$ cat config.mk
export PLATFORM = sky130hd
export DESIGN_NAME = bmb_queue
export DESIGN_NICKNAME = d
export VERILOG_FILES = /design/src/rtl/bmb_queue.sv
export SDC_FILE = /design/constraint.sdc
export NUM_CORES = 1
export LEC_CHECK = 0
export BUFFER_PORTS_ARGS = -buffer_cell sky130_fd_sc_hd__buf_4
export CORE_MARGIN = 1.5
export CORE_UTILIZATION = 34
export DETAILED_ROUTE_END_ITERATION = 12
export PLACE_DENSITY = 0.62
export SYNTH_ARGS = -nofsm -noshare
export SYNTH_HDL_FRONTEND = slang
export SYNTH_SLANG_ARGS = --single-unit
$ cat constraint.sdc
create_clock -name aclk -period 2.93 [get_ports aclk]
set_clock_uncertainty 0.05 [all_clocks]
set_input_delay 0.586 -clock aclk [delete_from_list [all_inputs] [get_ports aclk]]
set_output_delay 0.586 -clock aclk [all_outputs]
set_load 0.01 [all_outputs]
$ cat src/rtl/bmb_queue.sv
// Two-entry job queue between front and back end.
// No dependencies.
`timescale 1ns / 1ps

module bmb_queue #(
    parameter int W = 36
) (
    input  logic         aclk,
    input  logic         aresetn,
    input  logic         push,
    input  logic [W-1:0] push_data,
    input  logic         pop,
    output logic [W-1:0] pop_data,
    output logic         empty,
    output logic         full
);
    logic [W-1:0] slot_reg [2];
    logic         wr_ptr_reg, rd_ptr_reg;
    logic [1:0]   count_reg;

    always_ff @(posedge aclk) begin
        if (!aresetn) begin
            wr_ptr_reg <= 1'b0;
            rd_ptr_reg <= 1'b0;
            count_reg  <= '0;
        end else begin
            if (push && !full) begin
                wr_ptr_reg <= ~wr_ptr_reg;
            end
            if (pop && !empty) begin
                rd_ptr_reg <= ~rd_ptr_reg;
            end
            count_reg <= count_reg + 2'((push && !full)) - 2'((pop && !empty));
        end
    end

    always_ff @(posedge aclk) begin
        if (push && !full) begin
            slot_reg[wr_ptr_reg] <= push_data;
        end
    end

    assign pop_data = slot_reg[rd_ptr_reg];
    assign empty    = (count_reg == 2'd0);
    assign full     = (count_reg == 2'd2);

endmodule

* Yosys cells after proc, flatten, opt, wreduce, memory -nomap -nowiden
Memories as Yosys holds them, arrays and structs flattened. A register that Yosys moved wholly into a read port is not among the register bits.
Index checks and enable logic that the tools add are counted.
** Operators by class
- Add/sub/neg operators :: 2
- Equality and inequality tests :: 1
- Mux-type cells :: 4
- Bitwise operators :: 2
- Reduce and logical (&&, ||, !) cells :: 5
** Operator list (number)
- 1-bit 2-to-1 mux :: 4
- 2-bit by 1-bit adder with 2-bit output :: 1
- 2-bit equality test (second input constant) :: 1
- 1-bit logical AND :: 2
- 1-bit zero test :: 2
- 2-bit zero test :: 1
- 1-bit inverter :: 2
- 2-bit by 1-bit subtractor with 2-bit output :: 1
** Storage, ports and cells
- Register bits after elaboration :: 4
- Memory bits (writable) :: 72
- Bits of input ports :: 40
- Output and inout bits :: 38
- Word-level logic and storage cells :: 18
- Memories kept :: 1
** Memories
- slot_reg :: words 2, bits a word 36, rd ports 1, clocked after memory_dff 1, wr ports 1, line 17 : logic [W-1:0] slot_reg [2];

* Logic depth before layout (Yosys ltp)
Gate-level depths: netlist of the first run.
- Depth after elaboration :: 5
- Depth in mapped cells :: 8
- Gate-level depth less buffers :: 8

* Worst setup path after synthesis of the first run
No wires, ideal clock.
- Path type :: in2reg
- Start :: input port push
- End :: memory slot_reg[0][0] (enable)
- Setup time :: 429 ps
- Arrival time :: 2199 ps
- Setup slack :: 252 ps
- Stages :: 2
- Path buffers :: 0
- Cells stage by stage :: nand2_1 > nor2_1
** On the way
- Cells in the longest elaborated chain, start to end :: 3
** Ends and longest elaborated chain
- from (decl) :: line 10 : input logic push,
- 1-bit logical AND :: line 38 : if (push && !full) begin
- 1-bit 2-to-1 mux :: line 38
- 1-bit 2-to-1 mux (not written as such) :: line 39 : slot_reg[wr_ptr_reg] <= push_data;
- to (decl) :: line 17
No other way between the ends.

==> results of run 1 <==
-- worst max-delay path: stages (launching register included) --
cell and delay (ns):
dfxtp_2 0.64, buf_12 0.27, mux2_2 0.36, buf_4 0.14
-- where the power goes --
part | internal [mW] | switching (mW) | leakage [nW]
Clock | 0.304 | 0.378 | 0.0743
Combinational | 0.615 | 0.434 | 0.721
Sequential | 1.42 | 0.0916 | 0.714
Total | 2.34 | 0.904 | 1.51
-- cells by family (layout without fill, tap and decap cells) --
group | after synthesis | count (layout) | share of synthesized area
AO/OA/AOI/OAI | 1 | 1 | 0.00252
XOR/XNOR | 2 | 2 | 0.00587
adder cells (fa/ha/maj) | 2 | 2 | 0.00838
buffers and inverters | 7 | 100 | 0.0277
flip-flops | 77 | 77 | 0.758
multiplexers | 37 | 37 | 0.177
AND/OR/NAND/NOR | 13 | 13 | 0.0210
-- synth_stat cells (all sizes together) --
| cell type | count |
|---|---|
| edfxtp | 72 |
| mux2 | 36 |
| dfxtp | 5 |
| and2 | 2 |
| nor2 | 5 |
| nand2b | 2 |
| mux2i | 1 |
| nand2 | 2 |
| inv | 3 |
| o21a | 1 |
| and3 | 1 |
| buf | 4 |
| nor3 | 1 |
| xor2 | 1 |
| xnor2 | 1 |
| ha | 2 |
-- worst max-delay path by stage --
stage / start / end / slack, ns / cells after the start
after floorplan: push / slot_reg[0][0]$_DFFE_PP_ / 0.25 / 2
after global placement: flip-flop / pop_data[0] / 0.89 / 3
after detailed placement: flip-flop / pop_data[0] / 0.86 / 3
after CTS: flip-flop / pop_data[0] / 0.48 / 3
after global routing: flip-flop / pop_data[0] / 0.44 / 3
final: flip-flop / pop_data[0] / 0.55 / 3
-- per-stage QoR --
step	cell area [um2]	hold WS [ns]	util
detailed placement	3690	0.470	0.430
floorplan	2990	0.405	-
global route	3860	0.347	0.449
finish	3860	0.373	0.449
CTS	3860	0.351	0.449
global placement	3690	0.448	0.430
-- area by class of cell --
class                           count  area, um2
Sequential cell                    77       2260
Inverter                            3       11.3
Clock inverter                      6       40.0
Multi-Input combinational cell     55        649
Clock buffer                       10        128
Timing Repair Buffer               81        633
Tap cell                          108        135
Fill cell                         774       4730
-- routing by layer --
layer,track usage,vias up,share of wire
met5,0,-,0
met4,0.0836,0,0.028
met3,0.0318,9,0.056
met2,0.173,55,0.49
met1,0.125,695,0.43
li1,-,706,-
-- cell usage in the layout, fill, tap and decap left out, types with 2 or more instances in the layout --
cell / synthesis / final
nor2_1: 5 / 4
nand2b_1: 2 / 2
inv_1: 3 / 3
and2_1: 2 / 2
nand2_1: 2 / 2
clkbuf_8: 0 / 9
clkinvlp_4: 0 / 4
edfxtp_1: 72 / 72
mux2_2: 6 / 6
dfxtp_1: 5 / 4
clkinv_2: 0 / 2
buf_12: 3 / 2
ha_1: 2 / 2
mux2_4: 30 / 30
buf_4: 0 / 79
==> impl_metrics.toml, run 1 <==
[min_path]
hold_end = "slot_reg[0][20]$_DFFE_PP_"
hold_path_depth = 1
hold_start = "push_data[20]"
hp-class = "in2reg"

[yosys]
yosysSeqAreaShare = 0.758
ys_warn_count = 0
synth_nets = 181
synth_cells = 139
synth_area_um2 = 2990
synth_top_area_frac = 0.724
yosysTopAreaCell = "edfxtp_1"
synthDistinctLibCells = 18
syn_area_per_cell_um2 = 21.5
synth_seq_cells = 77
ys_top_cells_by_area = "edfxtp_1, mux2_4, dfxtp_1"

[routing]
final_antenna_net_count = 0
routed_wl_um = 4770
via_per_inst = 4.31
dr.pass1.iters = 4
vias = 1465
drc = 0
wl_per_cell_um = 14.0
drtIter0Drc = 19

[sta]
slew_violations = 0
worst_slack_ns = 0.546
rsz0062_at_grt = "no"
tightest_slew_ns = 0.518
fmax_mhz = 419
hold_viol = 0
post-route-min-period_ns = 2.38
setup_viol = 0
tns_ns = 0
fin_crit_sh = 0.814
maxSlewHeadroom = 0.654

[power_and_ir_drop]
ir_worst_vdd_mv = 0.321
leakage_nw = 1.51
pwr_density_cell_nw_per_um2 = 840
power_mw = 3.24

[worst_setup_path]
path_max_fanout = 22
r2r_start = "count_reg[0]$_SDFF_PN0_"
arrival_ns = 1.75
path_class = "reg2out"
r2r_cells = 8
timing.rr.end = "count_reg[1]$_SDFF_PN0_"
cp-start-kind = "flip-flop"
end_kind = "primary output"
r2r_setup_slack_ns = 1.20
crit_required_ns = 2.29

[job]
cap_violations = 0

[placement]
dp_hpwl_um = 3240
place.gp.congestion = 0.673
dp.cells = 324
port_buffers = 77
place_ws_ns = 0.865

[global_route]
grt_pass1_wl_um = 7620
grt_max_degree = 23
overflow = 0
grt_usage = 0.110
grt_pass1_vias = 1560
antenna_found_initial = 0

[final_layout]
largest_register_ffs = 72
nets = 269
syn_to_final_growth_pct = 29.3
num_antenna_cells = 0
layoutNonFillerInstCount = 340
drive_above_1_share = 0.582

[floorplan]
die-area_um2 = 9350
coreArea_um2 = 8590
io_pins = 78
rows = 34
die_height_um = 96.7
initial_core_util = 0.347
die_w_um = 96.7

[clocking]
path_clk_slew_ns = 0.08
cts_max_path_buffers = 2
cts_hold_buffers = 0
cts_tree = "yes"
cts.sinks = 77
cts_resized = 0
cts_setup_buffers = 0
htreeDepth = 3
cts_root_buf = "clkbuf_8"
clock_latency_ns = 0.34
cts_buffers = 9

[status]
status = "complete, no violations"
(Power assumes the default switching activity.)
==> run 2: changes to the inputs <==
Settings changed: PLACE_DENSITY 0.62 to 0.65.
Clock period 2.93 ns to 1.93 ns, I/O delays scaled along.
==> run 2 against run 1 <==
Against the previous run: clock power increased by 110%; cell count unchanged; count of clock-buffer cells in the layout is 1 lower; wire length up 8.3%; global-route usage is 0.59 points higher; non-clock buffer count stayed put; register-to-register slack got worse by 1.0 ns; first-iteration DRC count is 47% higher; setup slack worse by 0.48 ns; sequential cell count did not move; core utilization rose by 1.3 points; combinational power up 64%; critical path type unchanged; largest cell class unchanged.
==> impl_metrics.toml, run 2 (synthesis results as in run 1) <==
[worst_setup_path]
crit_required_ns = 1.49
crit_slowest_cell = "dfxtp_2"
path_max_fanout = 18
r2r_cells = 8
path_class = "reg2out"
end_kind = "primary output"
crit_path_max_incr_delay_ns = 0.38
crit_chain = "clkbuf_16, mux2_4, buf_4"
cp-start-kind = "flip-flop"
arrival_ns = 1.42

[placement]
port_buffers = 77
dp.cells = 323
dp_hpwl_um = 3250
placed_area_um2 = 3700
place.gp.congestion = 0.687

[routing]
wl_per_cell_um = 15.2
via_per_inst = 4.38
drc = 0
drtIter0Drc = 28
routed_wl_um = 5160
vias = 1488
dr.pass1.iters = 4
final_antenna_net_count = 0

[global_route]
grt_pass1_wl_um = 8150
overflow = 0
grt_max_degree = 37
grt_pass1_vias = 1613
antenna_found_initial = 0
grt_usage = 0.116

[sta]
slew_violations = 0
tightest_slew_ns = 0.306
setup_viol = 0
fmax_mhz = 538
maxSlewHeadroom = 0.796
fin_crit_sh = 0.963
rsz0062_at_grt = "no"
post-route-min-period_ns = 1.86
hold_viol = 0

[clocking]
path_clk_slew_ns = 0.09
cts.sinks = 77
cts_resized = 0
cts_max_path_buffers = 2
cts_buffers = 9
cts_root_buf = "clkbuf_8"
clock_latency_ns = 0.34
htreeDepth = 3
cts_setup_buffers = 0
cts_hold_buffers = 0
cts_tree = "yes"

[final_layout]
layout_commonest_cell = "buf_4"
layoutNonFillerInstCount = 340
fillers = 764
postLayoutCellArea_um2 = 3970
syn_to_final_growth_pct = 32.9
drive_above_1_share = 0.586
final_cell_mix = "buf_4, edfxtp_1, mux2_4"
largest_register_ffs = 72
nets = 269
num_antenna_cells = 0

[power_and_ir_drop]
ir_worst_vdd_mv = 0.785
leakage_nw = 1.57
power_mw = 5.42
pwr_density_cell_nw_per_um2 = 1370

[floorplan]
coreArea_um2 = 8590
io_pins = 78
initial_core_util = 0.347
die_w_um = 96.7
rows = 34
die_height_um = 96.7
die-area_um2 = 9350

[min_path]
hold_path_depth = 1
hp-class = "in2reg"

[status]
status = "complete, no violations"

[job]
cap_violations = 0
run 2: cell types whose count changed in the layout (fill, tap and decap cells not counted), sizes merged:
cell	before	now
buf	81	80
bufinv	0	3
clkinv	2	3
clkinvlp	4	0
inv	3	4
run 2: report_power, final:
group	internal (mW)	leakage, nW	switching (mW)	total (mW)
sequential	2.15	0.714	0.0940	2.25
combinational	0.976	0.730	0.742	1.72
clock	0.865	0.124	0.587	1.45
run 2: layer usage:
layer	part of all wire	vias up	track usage
li1	-	708	-
met1	0.40	722	0.130
met2	0.51	49	0.193
met3	0.061	9	0.0340
met4	0.022	0	0.0702
met5	0	-	0
run 2: area by class of cell:
class                           instances  area [um2]  area share
Tap cell                              108         135      0.0341
Timing Repair Buffer                   81         663       0.167
Clock inverter                          7         121      0.0306
Multi-Input combinational cell         55         649       0.164
Inverter                                3        11.3     0.00284
Clock buffer                            9         124      0.0312
Sequential cell                        77        2260       0.570
run 2: path summary, 6_finish.rpt:
kind / start / end / slack [ns]
setup / recovery: flip-flop / pop_data[24] / 0.07
hold reg to reg: wr_ptr_reg$_SDFFE_PN0P_ / wr_ptr_reg$_SDFFE_PN0P_ / 0.47
hold / removal: push_data[34] / slot_reg[0][34]$_DFFE_PP_ / 0.17
setup reg to reg: count_reg[0]$_SDFF_PN0_ / count_reg[1]$_SDFF_PN0_ / 0.19
run 2: per-stage QoR:
stage | hold slack [ns] | util | setup TNS [ns] | worst slack [ns]
after CTS | 0.152 | 0.459 | -0.0301 | -0.00852
after global placement | 0.459 | 0.430 | 0 | 0.287
after global routing | 0.146 | 0.462 | 0 | 0.0164
after detailed placement | 0.447 | 0.430 | 0 | 0.168
after floorplan | 0.431 | - | 0 | 0.0660
final | 0.165 | 0.462 | 0 | 0.0711
run 2: worst max-delay path, delay by kind of cell, from the launching register on:
| family | cells | cell delay, ns |
|---|---|---|
| flip-flops | 1 | 0.38 |
| multiplexers | 1 | 0.32 |
| buffers and inverters | 2 | 0.38 |
==> run 3: changes to the inputs <==
==> constraint.sdc (replaced) <==
create_clock -name aclk -period 1.93 [get_ports aclk]
set_clock_uncertainty 0.05 [all_clocks]
set_input_delay 0 -clock aclk [delete_from_list [all_inputs] [get_ports aclk]]
set_output_delay 0 -clock aclk [all_outputs]
set_load 0.01 [all_outputs]
==> run 3 against run 2 <==
Against the previous run: critical path type is now reg2reg; hold slack got worse by 0.12 ns; via count increased by 9.7%; non-clock buffer count increased by 38; maximum frequency increased by 5.7%.
==> impl_metrics.toml, run 3 (synthesis results as in run 1) <==
[placement]
port_buffers = 77
dp_hpwl_um = 3400
place_ws_ns = 0.173
place.gp.congestion = 0.685

[routing]
drtIter0Drc = 59
drc = 0
via_per_inst = 4.32
vias = 1633
dr.pass1.iters = 4
wl_per_cell_um = 14.2
final_antenna_net_count = 0
routed_wl_um = 5390

[final_layout]
num_antenna_cells = 0
largest_register_ffs = 72
regArea_um2 = 2260
fillers = 731
layout_commonest_cell = "buf_4"
syn_to_final_growth_pct = 44.0
multi_input_area_um2 = 649
final_cell_mix = "buf_4, edfxtp_1, dlygate4sd3_1"
drive_above_1_share = 0.496
nets = 307

[worst_setup_path]
timing.rr.end = "count_reg[1]$_SDFF_PN0_"
path_max_fanout = 4
cp_common_cell = "ha_1"
r2r_cells = 8
arrival_ns = 1.98
cp-start-kind = "flip-flop"
path_class = "reg2reg"
crit_required_ns = 2.15
r2r_setup_slack_ns = 0.17
startpoint = "count_reg[0]$_SDFF_PN0_"
r2r_start = "count_reg[0]$_SDFF_PN0_"
crit_chain = "nand2b_1, nand2_1, ha_1, inv_1, ha_1, xor2_1, and2_1, nor3_1"
end_kind = "flip-flop"
crit_slowest_cell = "dfxtp_1"
crit_path_max_incr_delay_ns = 0.38

[min_path]
hold_path_depth = 4
hp-class = "in2reg"
hold_start = "pop"

[global_route]
overflow = 0
grt_max_degree = 37
antenna_found_initial = 0
grt_pass1_vias = 1756
grt_usage = 0.121
grt_pass1_wl_um = 8610

[power_and_ir_drop]
seqPwrFrac = 0.433
switching_power_mw = 1.41
internal-power_mw = 3.87
netSwitchingFraction = 0.267
pwr-share-clk = 0.245
pwr_density_cell_nw_per_um2 = 1230
leakage_nw = 1.71
p_comb_frac = 0.322
ir_worst_vdd_mv = 0.485

[floorplan]
coreArea_um2 = 8590
io_pins = 78
initial_core_util = 0.347
die_w_um = 96.7
die-area_um2 = 9350
die_height_um = 96.7
rows = 34

[sta]
tns_ns = 0
holdWs_ns = 0.0499
hold_viol = 0
maxSlewHeadroom = 0.746
setup_viol = 0
rsz0062_at_grt = "no"
worst_slack_ns = 0.171
fin_crit_sh = 0.912
tightest_slew_ns = 0.381
post-route-min-period_ns = 1.76
fmax_mhz = 568
slew_violations = 0

[clocking]
cts_setup_buffers = 0
cts_buffers = 9
cts.sinks = 77
path_clk_slew_ns = 0.07
htreeDepth = 3
cts_root_buf = "clkbuf_8"
clock_latency_ns = 0.34
cts_tree = "yes"
cts_max_path_buffers = 2

[job]
cap_violations = 0

[status]
status = "complete, no violations"
## run 3: cell types whose count changed in the layout (fill, tap and decap cells not counted), sizes merged
cell,delta
inv,-1
bufinv,-1
clkinv,+2
clkbuf,-1
dlygate4sd3,+38
buf,+1
## run 3: final cells by class
type                       count  share of cell area
multi-input combinational     55               0.151
timing repair buffer         119               0.239
sequential                    77               0.526
tap                          108              0.0314
clock inverter                 7              0.0210
clock buffer                   9              0.0288
inverter                       3             0.00262
## run 3: power by group through the flow
| stage | clock (mW) | sequential [mW] | combinational [mW] |
|---|---|---|---|
| global route | 1.40 | 2.32 | 1.82 |
| detailed placement | 0 | 2.33 | 1.67 |
| CTS | 1.32 | 2.29 | 1.73 |
| finish | 1.30 | 2.29 | 1.70 |
| floorplan | 0 | 2.26 | 1.09 |
| global placement | 0 | 2.31 | 1.66 |
## run 3: timing repair
item | in CTS | in global routing
hold buffers | 38 | 0
gates resized for setup | 0 | 0
endpoints found under the hold margin | 77 | 0
## run 3: per-stage QoR
stage	power, mW	utilization	cells	cell area (um2)
2_1_floorplan	3.35	-	139	2990
3_3_place_gp	3.97	0.431	324	3700
3_5_place_dp	3.99	0.431	324	3700
4_1_cts	5.34	0.500	378	4300
5_1_grt	5.53	0.500	378	4300
6_report	5.28	0.500	378	4300
## run 3: critical path, delay by kind of cell (launching register included)
kind | cells | cell delay, ns
buffers and inverters | 1 | 0.04
flip-flops | 1 | 0.38
adder cells (fa/ha/maj) | 2 | 0.48
AND/OR/NAND/NOR | 4 | 0.60
XOR/XNOR | 1 | 0.15
## run 3: routing by layer
metal / part of all wire / global-route usage / up-vias
met3: 0.054 / 0.0397 / 10
li1: - / - / 783
met2: 0.50 / 0.202 / 52
met5: 0 / 0 / -
met1: 0.42 / 0.140 / 788
met4: 0.022 / 0.0602 / 0
## run 3: worst max path at each step
stage / slack [ns] / to
detailed placement: 0.17 / count_reg[1]$_SDFF_PN0_
floorplan: 0.07 / slot_reg[1][0]$_DFFE_PP_
finish: 0.17 / count_reg[1]$_SDFF_PN0_
CTS: 0.16 / count_reg[1]$_SDFF_PN0_
global route: 0.02 / count_reg[1]$_SDFF_PN0_
global placement: 0.28 / count_reg[1]$_SDFF_PN0_
