==> src/rtl/bmb_pkg.sv <==
// Shared constants for the clipped box mean blur: register indexes,
// item kinds and fixed field widths. No dependencies.
`timescale 1ns / 1ps

package bmb_pkg;

    localparam int CFG_IW = 2;
    localparam int CFG_DW = 13;
    localparam int PIX_W  = 8;

    localparam logic [CFG_IW-1:0] REG_FRAME_WIDTH  = 2'd0;
    localparam logic [CFG_IW-1:0] REG_FRAME_HEIGHT = 2'd1;
    localparam logic [CFG_IW-1:0] REG_HALF_SPAN_X  = 2'd2;
    localparam logic [CFG_IW-1:0] REG_HALF_SPAN_Y  = 2'd3;

    localparam logic KIND_PIXEL = 1'b0;
    localparam logic KIND_DRAIN = 1'b1;

endpackage

==> src/rtl/bmb_front.sv <==
// Front end: configuration registers, raster position tracking, store write
// requests and window jobs for the back end. Depends on bmb_pkg.
`timescale 1ns / 1ps

module bmb_front #(
    parameter int MAX_WIDTH     = 1024,
    parameter int MAX_HALF_SPAN = 7,
    parameter int MAX_HEIGHT    = 4096,
    parameter int AW            = 14,
    parameter int JW            = 36
) (
    input  logic                        aclk,
    input  logic                        aresetn,
    input  logic                        cfg_we,
    input  logic [bmb_pkg::CFG_IW-1:0]  cfg_index,
    input  logic [bmb_pkg::CFG_DW-1:0]  cfg_data,
    input  logic                        item_take,
    input  logic                        item_kind,
    input  logic [bmb_pkg::PIX_W-1:0]   item_pixel,
    output logic                        wr_en,
    output logic [AW-1:0]               wr_addr,
    output logic [bmb_pkg::PIX_W-1:0]   wr_data,
    output logic                        job_push,
    output logic [JW-1:0]               job_data
);
    import bmb_pkg::*;

    localparam int DEPTH = MAX_WIDTH * (2 * MAX_HALF_SPAN + 1);
    localparam int WW    = $clog2(MAX_WIDTH + 1);
    localparam int HW    = $clog2(MAX_HEIGHT + 1);
    localparam int SW    = $clog2(MAX_HALF_SPAN + 1);
    localparam int DW    = $clog2(2 * MAX_HALF_SPAN + 2);

    typedef struct packed {
        logic [AW-1:0] start;
        logic [WW-1:0] stride;
        logic [DW-1:0] nrows;
        logic [DW-1:0] ncols;
        logic          last;
    } job_t;

    logic [10:0] width_reg;
    logic [12:0] height_reg;
    logic [2:0]  spanx_reg;
    logic [2:0]  spany_reg;

    logic [WW-1:0] in_col_reg, in_col_next, out_col_reg, out_col_next;
    logic [HW-1:0] in_row_reg, in_row_next, out_row_reg, out_row_next;
    logic [AW-1:0] in_addr_reg, in_addr_next, out_addr_reg, out_addr_next;
    logic          wr_en_reg;
    logic [AW-1:0] wr_addr_reg;
    logic [PIX_W-1:0] wr_data_reg;

    logic [WW-1:0] w_eff;
    logic [HW-1:0] h_eff;
    logic [SW-1:0] dx, dy;
    logic          do_write, row_ok, ready, last;
    logic [WW-1:0] in_col_a;
    logic [HW-1:0] in_row_a;
    logic [AW-1:0] in_addr_a;
    logic [HW-1:0] rows_left, need_r;
    logic [WW-1:0] cols_left, need_c;
    logic [SW-1:0] up, down, left, right;
    logic [AW:0]   off, start_wide;
    job_t          job;

    always_comb begin
        if (width_reg == '0) begin
            w_eff = WW'(1);
        end else if (32'(width_reg) > MAX_WIDTH) begin
            w_eff = WW'(MAX_WIDTH);
        end else begin
            w_eff = WW'(width_reg);
        end
        if (height_reg == '0) begin
            h_eff = HW'(1);
        end else if (32'(height_reg) > MAX_HEIGHT) begin
            h_eff = HW'(MAX_HEIGHT);
        end else begin
            h_eff = HW'(height_reg);
        end
        dx = (32'(spanx_reg) > MAX_HALF_SPAN) ? SW'(MAX_HALF_SPAN) : SW'(spanx_reg);
        dy = (32'(spany_reg) > MAX_HALF_SPAN) ? SW'(MAX_HALF_SPAN) : SW'(spany_reg);
    end

    // input side: store the pixel and advance the write position
    always_comb begin
        do_write  = (item_kind == KIND_PIXEL) && (in_row_reg < h_eff);
        in_col_a  = in_col_reg;
        in_row_a  = in_row_reg;
        in_addr_a = in_addr_reg;
        if (do_write) begin
            if ((WW+1)'(in_col_reg) + 1'b1 >= (WW+1)'(w_eff)) begin
                in_col_a = '0;
                in_row_a = in_row_reg + 1'b1;
            end else begin
                in_col_a = in_col_reg + 1'b1;
            end
            in_addr_a = ((AW+1)'(in_addr_reg) + 1'b1 >= (AW+1)'(DEPTH)) ? '0
                        : in_addr_reg + 1'b1;
        end
    end

    // output side: clipped window around the next output position
    always_comb begin
        row_ok    = out_row_reg < h_eff;
        rows_left = h_eff - 1'b1 - out_row_reg;
        cols_left = w_eff - 1'b1 - out_col_reg;
        down  = (rows_left < HW'(dy)) ? SW'(rows_left) : dy;
        right = (cols_left < WW'(dx)) ? SW'(cols_left) : dx;
        up    = (out_row_reg < HW'(dy)) ? SW'(out_row_reg) : dy;
        left  = (out_col_reg < WW'(dx)) ? SW'(out_col_reg) : dx;
        need_r = out_row_reg + HW'(down);
        need_c = out_col_reg + WW'(right);
        ready  = row_ok && ((need_r < in_row_a) ||
                            ((need_r == in_row_a) && (need_c < in_col_a)));
        last   = (out_row_reg == h_eff - 1'b1) && (out_col_reg == w_eff - 1'b1);
        off    = (AW+1)'(up) * (AW+1)'(w_eff) + (AW+1)'(left);
        start_wide = ((AW+1)'(out_addr_reg) >= off) ? (AW+1)'(out_addr_reg) - off
                     : (AW+1)'(out_addr_reg) + (AW+1)'(DEPTH) - off;
        job.start  = AW'(start_wide);
        job.stride = w_eff;
        job.nrows  = DW'(up) + DW'(down) + 1'b1;
        job.ncols  = DW'(left) + DW'(right) + 1'b1;
        job.last   = last;
    end

    always_comb begin
        in_col_next   = in_col_reg;
        in_row_next   = in_row_reg;
        in_addr_next  = in_addr_reg;
        out_col_next  = out_col_reg;
        out_row_next  = out_row_reg;
        out_addr_next = out_addr_reg;
        if (item_take) begin
            in_col_next  = in_col_a;
            in_row_next  = in_row_a;
            in_addr_next = in_addr_a;
            if (ready) begin
                if (last) begin
                    in_col_next  = '0;
                    in_row_next  = '0;
                    in_addr_next = '0;
                    out_col_next = '0;
                    out_row_next = '0;
                    out_addr_next = '0;
                end else begin
                    if ((WW+1)'(out_col_reg) + 1'b1 >= (WW+1)'(w_eff)) begin
                        out_col_next = '0;
                        out_row_next = out_row_reg + 1'b1;
                    end else begin
                        out_col_next = out_col_reg + 1'b1;
                    end
                    out_addr_next = ((AW+1)'(out_addr_reg) + 1'b1 >= (AW+1)'(DEPTH))
                                    ? '0 : out_addr_reg + 1'b1;
                end
            end
        end
    end

    always_ff @(posedge aclk) begin
        if (!aresetn) begin
            width_reg    <= 11'd1024;
            height_reg   <= 13'd768;
            spanx_reg    <= 3'd1;
            spany_reg    <= 3'd1;
            in_col_reg   <= '0;
            in_row_reg   <= '0;
            in_addr_reg  <= '0;
            out_col_reg  <= '0;
            out_row_reg  <= '0;
            out_addr_reg <= '0;
            wr_en_reg    <= 1'b0;
        end else if (cfg_we) begin
            case (cfg_index)
                REG_FRAME_WIDTH:  width_reg  <= cfg_data[10:0];
                REG_FRAME_HEIGHT: height_reg <= cfg_data[12:0];
                REG_HALF_SPAN_X:  spanx_reg  <= cfg_data[2:0];
                REG_HALF_SPAN_Y:  spany_reg  <= cfg_data[2:0];
                default: ;
            endcase
            // abandon the frame in progress
            in_col_reg   <= '0;
            in_row_reg   <= '0;
            in_addr_reg  <= '0;
            out_col_reg  <= '0;
            out_row_reg  <= '0;
            out_addr_reg <= '0;
            wr_en_reg    <= 1'b0;
        end else begin
            in_col_reg   <= in_col_next;
            in_row_reg   <= in_row_next;
            in_addr_reg  <= in_addr_next;
            out_col_reg  <= out_col_next;
            out_row_reg  <= out_row_next;
            out_addr_reg <= out_addr_next;
            wr_en_reg    <= item_take && do_write;
        end
    end

    always_ff @(posedge aclk) begin
        wr_addr_reg <= in_addr_reg;
        wr_data_reg <= item_pixel;
    end

    assign wr_en    = wr_en_reg;
    assign wr_addr  = wr_addr_reg;
    assign wr_data  = wr_data_reg;
    assign job_push = item_take && ready;
    assign job_data = job;

endmodule

==> config.mk <==
export PLATFORM = sky130hd
export DESIGN_NAME = bmb_front
export DESIGN_NICKNAME = d
export VERILOG_FILES = /design/src/rtl/bmb_pkg.sv /design/src/rtl/bmb_front.sv
export SDC_FILE = /design/constraint.sdc
export NUM_CORES = 1
export LEC_CHECK = 0
export ABC_AREA = 1
export BUFFER_PORTS_ARGS = -buffer_cell sky130_fd_sc_hd__buf_2
export CAP_MARGIN = 5
export CORE_ASPECT_RATIO = 0.75
export CORE_MARGIN = 4
export CORE_UTILIZATION = 64
export CTS_BUF_LIST = sky130_fd_sc_hd__clkbuf_8
export CTS_CLUSTER_DIAMETER = 150
export DETAILED_ROUTE_END_ITERATION = 12
export GPL_TIMING_DRIVEN = 1
export HOLD_SLACK_MARGIN = 0.08
export PLACE_DENSITY = 0.94
export REMOVE_ABC_BUFFERS = 1
export SLEW_MARGIN = 10
export SYNTH_ARGS = -nofsm -noshare
export SYNTH_HDL_FRONTEND = slang
export SYNTH_SLANG_ARGS = --single-unit
==> constraint.sdc <==
create_clock -name aclk -period 9 [get_ports aclk]
set_input_delay 1.8 -clock aclk [delete_from_list [all_inputs] [get_ports aclk]]
set_output_delay 1.8 -clock aclk [all_outputs]
set_load 0.03 [all_outputs]
== Word-level counts from Yosys, hierarchy flattened ==
Index checks and enable logic that the tools add are counted.
Word-level totals
  register bits: 129
  logic and storage cells: 106
  input bits: 28
  output and inout bits: 60
Operators by class
  equality and inequality tests: 6
  muxes and demuxes: 27
  magnitude comparators: 15
  add/subtract/negate cells: 24
  $mul: 1
  bitwise logic cells: 2
  reduce and logical (&&, ||, !) cells: 18
Operators with widths (number)
  $mux W13: 8
  $mux W14: 7
  $mux W11: 8
  $lt A13 B13 Y1: 3
  $add A14 B1 Y15 const B: 2
  $ge A15 B14 Y1 const B: 2
  $add A14 B1 Y14 const B: 2
  $sub A14 B14 Y14: 2
  $add A13 B1 Y13 const B: 2
  $eq A13 B13 Y1: 2
  $lt A13 B3 Y1: 2
  $add A11 B1 Y12 const B: 2
  $ge A12 B11 Y1: 2
  $add A11 B1 Y11 const B: 2
  $lt A11 B3 Y1: 2
  $add A14 B3 Y15: 1
  $ge A14 B15 Y1: 1
  $add A14 B14 Y14 const B: 1
  $mul A3 B11 Y14: 1
  $add A13 B3 Y13: 1
  $gt A13 B13 Y1 const B: 1
  $logic_not A13 Y1: 1
  $sub A13 B1 Y13 const B: 1
  $sub A13 B13 Y13: 1
  other kinds (20): 36

== Depth between registers and ports, before layout ==
Gate-level depths: netlist (run 1).
  depth in word-level cells: 13
  depth in mapped cells: 47
  depth with buffers taken out: 46

== Worst setup path before layout (run 1) ==
No wires, ideal clock.
  kind: flip-flop to output port
  start: reg width_reg[3]
  end: out job_push
  required time: 7200 ps
  buffers on the path: 1
  stages on the path, launching flop included: 36
  setup slack: 557 ps
  arrival time: 6643 ps
  cell sequence: dfxtp_1 nor4_1 nand2_1 a21oi_1 inv_1 ha_1 fa_1 xnor2_1 ha_1 a21oi_1 nand4_1 nor3_1 nand3_1 a21oi_1 o211ai_1 nand2_1 o21ai_0 inv_1 ha_1 inv_1 fa_1 o21ai_0 nand2_1 nor2_1 nand2_1 xor2_1 inv_1 ha_1 a2111oi_0 o2111ai_1 nor2_1 nand2_1 nand2_2 nand3_2 buf_2 inv_1
Between the ends
  longest elaborated chain between the ends: 13
  elaborated cells on any way between the ends: 21
RTL lines
  from (decl): line bmb_front.sv:42  | logic [10:0] width_reg;
  from (signal assigned): line bmb_front.sv:176  | REG_FRAME_WIDTH: width_reg <= cfg_data[10:0];
  $gt A11 B11 Y1: line bmb_front.sv:70  | end else if (32'(width_reg) > MAX_WIDTH) begin
  $mux W11: line bmb_front.sv:70
  $mux W11 *: line bmb_front.sv:68  | if (width_reg == '0) begin
  net job_data[9]: line bmb_front.sv:24  | output logic [JW-1:0] job_data
  $sub A11 B1 Y11: line bmb_front.sv:108  | cols_left = w_eff - 1'b1 - out_col_reg;
  $sub A11 B11 Y11: line bmb_front.sv:108
  $lt A11 B3 Y1: line bmb_front.sv:110  | right = (cols_left < WW'(dx)) ? SW'(cols_left) : dx;
  $mux W3: line bmb_front.sv:110
  $add A11 B3 Y11: line bmb_front.sv:114  | need_c = out_col_reg + WW'(right);
  $lt A11 B11 Y1: line bmb_front.sv:116  | ((need_r == in_row_a) && (need_c < in_col_a)));
  $logic_and A1 B1 Y1: line bmb_front.sv:116
  $logic_or A1 B1 Y1 *: line bmb_front.sv:115  | ready = row_ok && ((need_r < in_row_a) ||
  $logic_and A1 B1 Y1 *: line bmb_front.sv:115
  $logic_and A1 B1 Y1 *: line bmb_front.sv:209  | assign job_push = item_take && ready;
  to (decl): line bmb_front.sv:23  | output logic job_push,
The timed path passes the listed nets; every way through them passes the cells marked *.

== Final worst setup path (run 1) ==
  start: reg spany_reg[1], in the netlist dy[1]
  end: out job_data[33]
Between the ends
  longest elaborated chain between the ends: 6
  elaborated cells on any way between the ends: 8
RTL lines
  from (decl): line bmb_front.sv:45  | logic [2:0] spany_reg;
  from (signal assigned): line bmb_front.sv:179  | REG_HALF_SPAN_Y: spany_reg <= cfg_data[2:0];
  $lt A13 B3 Y1: line bmb_front.sv:111  | up = (out_row_reg < HW'(dy)) ? SW'(out_row_reg) : dy;
  $mux W3 *: line bmb_front.sv:111
  $mul A3 B11 Y14 *: line bmb_front.sv:118  | off = (AW+1)'(up) * (AW+1)'(w_eff) + (AW+1)'(left);
  $add A14 B3 Y15 *: line bmb_front.sv:118
  $sub A14 B14 Y14, or another cell as far along: line bmb_front.sv:120  | : (AW+1)'(out_addr_reg) + (AW+1)'(DEPTH) - off;
  $mux W14 *: line bmb_front.sv:119  | start_wide = ((AW+1)'(out_addr_reg) >= off) ? (AW+1)'(out_addr_reg) - off
  to (decl): line bmb_front.sv:24
Mark *: on every way between the ends. The rest lies on a longest branch, timed or not.

==> implementation parameters, run 1 <==
Parameter                              Value

Critical path
  Critical setup path kind    reg2out
  Type of element capturing the critical path    primary output
  Register-to-register path setup slack    1.38 ns
  Maximum single-stage delay on the critical path    slightly above 0.5 ns
  CP max FO    11
  Dominant cell type by count on the critical path    sky130_fd_sc_hd__nor2_1
  Worst endpoint required time    about 7.2 ns
  Setup crit start kind    flip-flop
  Source of the worst register-to-register timing path    height_reg[2]
  Register-to-Register Path Depth    between 40 and 50
  Critical path arrival    6.88 ns
  Highest-delay cell along the critical path    sky130_fd_sc_hd__fa_1
  Reg2Reg Capture Point    in_row_reg[1]

Timing
  Count of endpoints failing hold in the final timing report    0
  Clock skew after layout    0.0214 ns
  Number of setup violations in the final report    0
  Slew at the pin closest to its max-slew limit    between 1 and 1.5 ns
  Worst slew slack as a fraction of its limit    around 29%
  Fin crit period    between 8 and 9 ns
  Max-slew violations    0
  Highest achievable clock rate    roughly 120 MHz
  Final clock period utilization by the worst path    96.5%
  Worst hold margin    0.400 ns

Clock network
  Source-to-sink clock delay at the later pin of the worst-skew pair    0.48 ns
  Hold-fix buffer count after cts    0
  Clock slew at the register clock pins of the worst setup and hold paths    about 0.090 ns
  CTS tree    done
  Count of H-tree levels built during CTS    4
  Max clock buf depth    2
  Clock net sink count    between 100 and 150
  Num CTS Buffers    17
  CTS Root Cell    sky130_fd_sc_hd__clkbuf_8

Yosys
  Post-Syn Instances    1929
  Post-synthesis area per instance    6.75 um^2
  Prevailing post-synth register cell    sky130_fd_sc_hd__dfxtp_1
  Number of enable flip-flop cells after synthesis    0
  Unique cell type count in the Yosys netlist    53
  Register bit total from synthesis    between 100 and 150
  Mapped cell area    13000 um^2
  Yosys warning total    0
  Share of flip-flops with an asynchronous set or reset after synthesis    0%
  Proportion of synthesized chip area in sequential cells    19.8%

Detailed routing
  Number of DRC violations after detailed routing    0
  Total via count after detailed routing    between 10000 and 15000
  Post-DR vias/cell    5.91
  Detailed-router iteration count before antenna repair    8
  Antenna violation net count after detailed routing    0
  Post-Route WL    38600 um
  Initial detailed-routing violation count    between 1500 and 2000
  Average wire length per cell after detail routing    approximately 17 um

Global route
  GRT overflow    0
  Wire length of the first global-routing pass    60000 um
  Number of global-route vias before repair    12000
  GRT Total Usage    31.8%
  Largest net degree at the start of global routing    63
  Antenna violations before repair    0

Final layout
  Fraction of layout cells with a size suffix above 1    12.6%
  End-of-flow core utilization    73.7%
  Most frequent standard cell in the layout excluding fill and tap cells    sky130_fd_sc_hd__nand2_1
  Final Net Count    ~2200
  Synth-to-Final Area Change    11.2%
  Final Instance Count excl. Fillers    2278
  Highest-count cells in the layout ignoring fill and taps    429 x sky130_fd_sc_hd__nand2_1, 250 x sky130_fd_sc_hd__inv_1, 204 x sky130_fd_sc_hd__nor2_1
  Design Area, Final    14500 um^2
  Antenna Cells    0

Power and ir drop
  Largest vdd supply drop    0.227 mV
  Leakage component of the power    7.15 nW
  PwrDens    180 nW/um^2

Flow run
  Max cap viols    0

Placement
  Post-Place Cells    around 2200
  RePlAce Congestion    0.991
  Port bufs    85
  Instance area at placement    13600 um^2
  Placed wire-length estimate after detailed placement    29100 um

Die
  Initial core utilization    66.3%
  CORE AREA    19700 um^2
  I/O pin count    88
  Row count    44
  Die Ht    132 um
  Die area    ~23000 um^2
  Width of the die    173 um

Min path
  Worst min-delay path class    reg2reg
  Worst hold endpoint    wr_addr[6]
  Hold-critical path depth    0
  Hold path startpoint    in_addr_reg[6]

Outcome
  Result of the run    finished, final reports clean
-- synthesized netlist by cell type, drive strengths merged (3+ instances only) --
cell	number	share of area, %
dfxtp	129	20
inv	268	7.7
nor3	47	1.8
nor4	12	0.58
nand4	60	2.9
a211oi	3	0.17
o21a	10	0.58
or2	7	0.34
a31oi	7	0.34
o2111ai	3	0.20
nand3b	5	0.29
xor2	106	7.2
ha	174	17
o31ai	3	0.17
nand2	449	13
nor2	215	6.3
xnor2	30	2.0
buf	20	0.95
nand3	75	3.3
o21ai	104	4.0
o21bai	8	0.46
clkbuf	30	0.86
a21oi	105	4.1
o211ai	9	0.52
fa	28	4.3
a21o	6	0.35
-- critical path: cells and delay by family (launching register included) --
kind,cells,cell delay (ns)
compound gates,10,1.39
flops,1,0.32
simple gates,12,1.07
buf+inv,7,1.10
fa+ha+maj,6,2.12
xor+xnor,2,0.40
-- final cells by class --
type	count	area, um^2
fillers	1490	5170
inverters	270	1010
clock inverters	15	141
clock buffers	17	234
well taps	253	317
flip-flops and latches	129	2590
repair buffers	113	642
multi-input cells	1481	9550
-- where the power goes --
| group | internal [mW] | switching (mW) |
|---|---|---|
| clock | 0.204 | 0.294 |
| sequential | 0.593 | 0.0306 |
| combinational | 0.491 | 0.992 |
| total | 1.29 | 1.32 |
-- repair_timing --
item,CTS,global route
setup endpoints to repair,13,13
buffers inserted,0,17
pin swaps,0,30
resized for setup,7,97
-- how the worst max path moves through the flow --
| stage | start | to | slack (ns) | cells past startpoint |
|---|---|---|---|---|
| after floorplan | width_reg[3] | job_push | -0.009 | 34 |
| after global placement | width_reg[10] | job_push | 0.50 | 37 |
| after detailed placement | out_row_reg[1] | job_data[33] | 0.33 | 32 |
| after CTS | width_reg[3] | job_push | -0.03 | 36 |
| after global routing | width_reg[2] | job_push | -0.13 | 42 |
| final | dy[1] | job_data[33] | 0.32 | 37 |
-- routing by layer --
metal | global-route usage (%) | routed length [um] | vias up
li1 | - | - | 6450
met1 | 46.2 | 16800 | 6147
met2 | 46.4 | 16200 | 781
met3 | 9.22 | 4880 | 90
met4 | 8.33 | 739 | 0
met5 | 0 | 0 | -
-- through the flow --
step	setup slack (ns)	setup TNS, ns	power [mW]
after floorplan	-0.00854	-0.00854	1.66
after global placement	0.502	0	2.00
after detailed placement	0.326	0	2.02
after CTS	-0.0268	-0.0268	2.52
after global routing	-0.126	-0.388	2.77
final	0.318	0	2.60
-- logic make-up (layout without fill, tap and decap cells) --
kind of cell / Yosys count / after routing / share of synthesized area (%)
AND/OR/NAND/NOR: 874 / 874 / 28.8
buffers and inverters: 320 / 415 / 9.60
AO/OA/AOI/OAI: 266 / 266 / 11.4
adder cells (fa/ha/maj): 202 / 202 / 21.0
XOR/XNOR: 136 / 136 / 9.20
flip-flops: 129 / 129 / 19.8
other: 1 / 2 / 0.0288
multiplexers: 1 / 1 / 0.0769
Note: power is estimated with default switching activity, not from simulation.
==> run 2, diff against run 1 <==
--- a/config.mk
+++ b/config.mk
@@ -16,7 +16,7 @@
 export DETAILED_ROUTE_END_ITERATION = 12
 export GPL_TIMING_DRIVEN = 1
 export HOLD_SLACK_MARGIN = 0.08
-export PLACE_DENSITY = 0.94
+export PLACE_DENSITY_LB_ADDON = 0.25
 export REMOVE_ABC_BUFFERS = 1
 export SLEW_MARGIN = 10
 export SYNTH_ARGS = -nofsm -noshare
==> run 2 against run 1 <==
  * Die area is the same
  * Clock skew is 0.0050 ns lower
  * Setup slack got worse by 0.015 ns
==> implementation parameters, run 2 (synthesis results as in run 1) <==
Parameter                              Value

Outcome
  Result of the run    finished, final reports clean

Clock network
  Clock net sink count    roughly 130
  CTS tree    done
  Max clock buf depth    2
  Clock slew at the register clock pins of the worst setup and hold paths    approximately 0.070 ns
  Source-to-sink clock delay at the later pin of the worst-skew pair    0.49 ns
  Count of H-tree levels built during CTS    4
  Num CTS Buffers    17
  Hold-fix buffer count after cts    0
  CTS Root Cell    sky130_fd_sc_hd__clkbuf_8

Timing
  Highest achievable clock rate    115 MHz
  Final Worst Setup Slack    0.303 ns
  Number of setup violations in the final report    0
  Slew at the pin closest to its max-slew limit    1.05 ns
  Max-slew violations    0
  Setup repair after global routing missed its margin    true
  Count of endpoints failing hold in the final timing report    0
  Fin crit period    8.70 ns
  Final clock period utilization by the worst path    slightly below 100%
  Clock skew after layout    between 0.015 and 0.02 ns
  Worst slew slack as a fraction of its limit    just under 30%
  Worst hold margin    just under 0.4 ns
  Sum Neg Setup Slack    0 ns

Critical path
  Maximum single-stage delay on the critical path    0.43 ns
  Setup crit start kind    flip-flop
  Dominant delay contributor by cell family on the critical path    simple AND/OR/NAND/NOR gates
  Worst endpoint required time    7.20 ns
  CP max FO    5
  Reg2Reg Capture Point    in_row_reg[1]
  Critical setup path kind    reg2out
  Type of element capturing the critical path    primary output
  Critical path arrival    6.90 ns
  Register-to-register path setup slack    roughly 1.5 ns
  Highest-delay cell along the critical path    sky130_fd_sc_hd__fa_1
  Buffering stage count on the worst path with inverters included    9
  Register-to-Register Path Depth    44
  Source of the worst register-to-register timing path    width_reg[2]

Detailed routing
  Antenna violation net count after detailed routing    0
  Initial detailed-routing violation count    1450
  Number of DRC violations after detailed routing    0
  Total via count after detailed routing    between 10000 and 15000
  Average wire length per cell after detail routing    16.6 um
  Post-DR vias/cell    5.80
  Post-Route WL    37700 um
  Detailed-router iteration count before antenna repair    6

Final layout
  Fraction of layout cells with a size suffix above 1    11.6%
  Highest-count cells in the layout ignoring fill and taps    436 x sky130_fd_sc_hd__nand2_1, 254 x sky130_fd_sc_hd__inv_1, 203 x sky130_fd_sc_hd__nor2_1
  Antenna Cells    0
  Most frequent standard cell in the layout excluding fill and tap cells    sky130_fd_sc_hd__nand2_1
  Filler Cell Count    ~1600
  End-of-flow core utilization    between 70% and 80%
  Final Net Count    2237
  Synth-to-Final Area Change    10.4%

Global route
  Wire length of the first global-routing pass    58800 um
  GRT Total Usage    31.4%
  GRT overflow    0
  Number of global-route vias before repair    11600
  Largest net degree at the start of global routing    63
  Antenna violations before repair    0

Power and ir drop
  Leakage component of the power    7.13 nW
  Overall power consumption    2.57 mW
  PwrDens    179 nW/um^2
  Largest vdd supply drop    0.195 mV

Die
  CORE AREA    19700 um^2
  Width of the die    173 um
  I/O pin count    88
  Die area    22700 um^2
  Row count    44
  Die Ht    132 um
  Initial core utilization    around 66%

Min path
  Worst min-delay path class    reg2reg
  Worst hold endpoint    wr_addr[6]
  Hold path startpoint    in_addr_reg[6]
  Hold-critical path depth    0

Flow run
  Max cap viols    0

Placement
  Port bufs    85
  RePlAce Congestion    around 0.98
  Post-Place Setup Slack    0.293 ns
  Placed wire-length estimate after detailed placement    29000 um
[run 2: cell count changes in the layout (fill, tap and decap cells not counted), moves of 3 or more]
cell                       change
sky130_fd_sc_hd__buf_4         -4
sky130_fd_sc_hd__clkbuf_8      +3
sky130_fd_sc_hd__clkinv_2      +3
sky130_fd_sc_hd__ha_2          -3
sky130_fd_sc_hd__inv_1         +4
sky130_fd_sc_hd__inv_6         -5
sky130_fd_sc_hd__inv_8         -4
sky130_fd_sc_hd__nand2_1       +7
sky130_fd_sc_hd__nand2_2       -6
sky130_fd_sc_hd__nor2_2        +3
sky130_fd_sc_hd__xor2_2        +3
[run 2: metrics by stage]
step / area, um^2 / cells
6_report: 14400 / 2273
5_1_grt: 14400 / 2273
4_1_cts: 14000 / 2263
3_5_place_dp: 13600 / 2230
3_3_place_gp: 13600 / 2230
2_1_floorplan: 12800 / 1880
[run 2: worst register-to-register path: cells and delay by family (launching register included)]
kind	cells	cell delay, ns
AOI/OAI and AO/OA	9	1.49
xor gates and xnor gates	3	0.47
adders and majority gates	5	1.39
buffers and inverters	8	1.05
DFF	1	0.34
and+or+nand+nor	19	2.71
[run 2: per-layer routing]
| metal | up-vias | share of wire (%) | track usage, % |
|---|---|---|---|
| met5 | - | 0 | 0 |
| met4 | 0 | 1.4 | 6.42 |
| met3 | 55 | 13 | 10.4 |
| met2 | 666 | 40 | 44.3 |
| met1 | 6059 | 46 | 46.8 |
| li1 | 6414 | - | - |
[run 2: final cells by class]
cell class	instances	area [um^2]	share of cell area, %
clock buffers	20	275	1.91
multi-input cells	1481	9490	66.0
well taps	253	317	2.20
clock inverters	12	93.8	0.653
repair buffers	108	603	4.19
inverters	270	1010	7.05
flip-flops and latches	129	2590	18.0
[run 2: report_power, final]
group,switching [mW],internal (mW)
registers,0.0294,0.593
clock network,0.245,0.235
logic,0.977,0.492
[run 2: timing repair]
item / in CTS / in global routing
endpoints found under the hold margin: 0 / 0
setup endpoints to repair: 13 / 13
resized for setup: 7 / 73
pin swaps: 1 / 19
buffers inserted: 1 / 10
[run 2: worst max path at each step]
| stage | start | endpoint | slack, ns | cells after the start |
|---|---|---|---|---|
| after global placement | out_row_reg[1] | job_data[33] | 0.47 | 32 |
| after CTS | out_row_reg[1] | job_data[32] | 0.05 | 31 |
| final | width_reg[2] | job_push | 0.30 | 43 |
| after detailed placement | out_row_reg[1] | job_data[33] | 0.29 | 32 |
| after global routing | width_reg[1] | job_push | -0.11 | 40 |
| after floorplan | width_reg[3] | job_push | -0.009 | 34 |
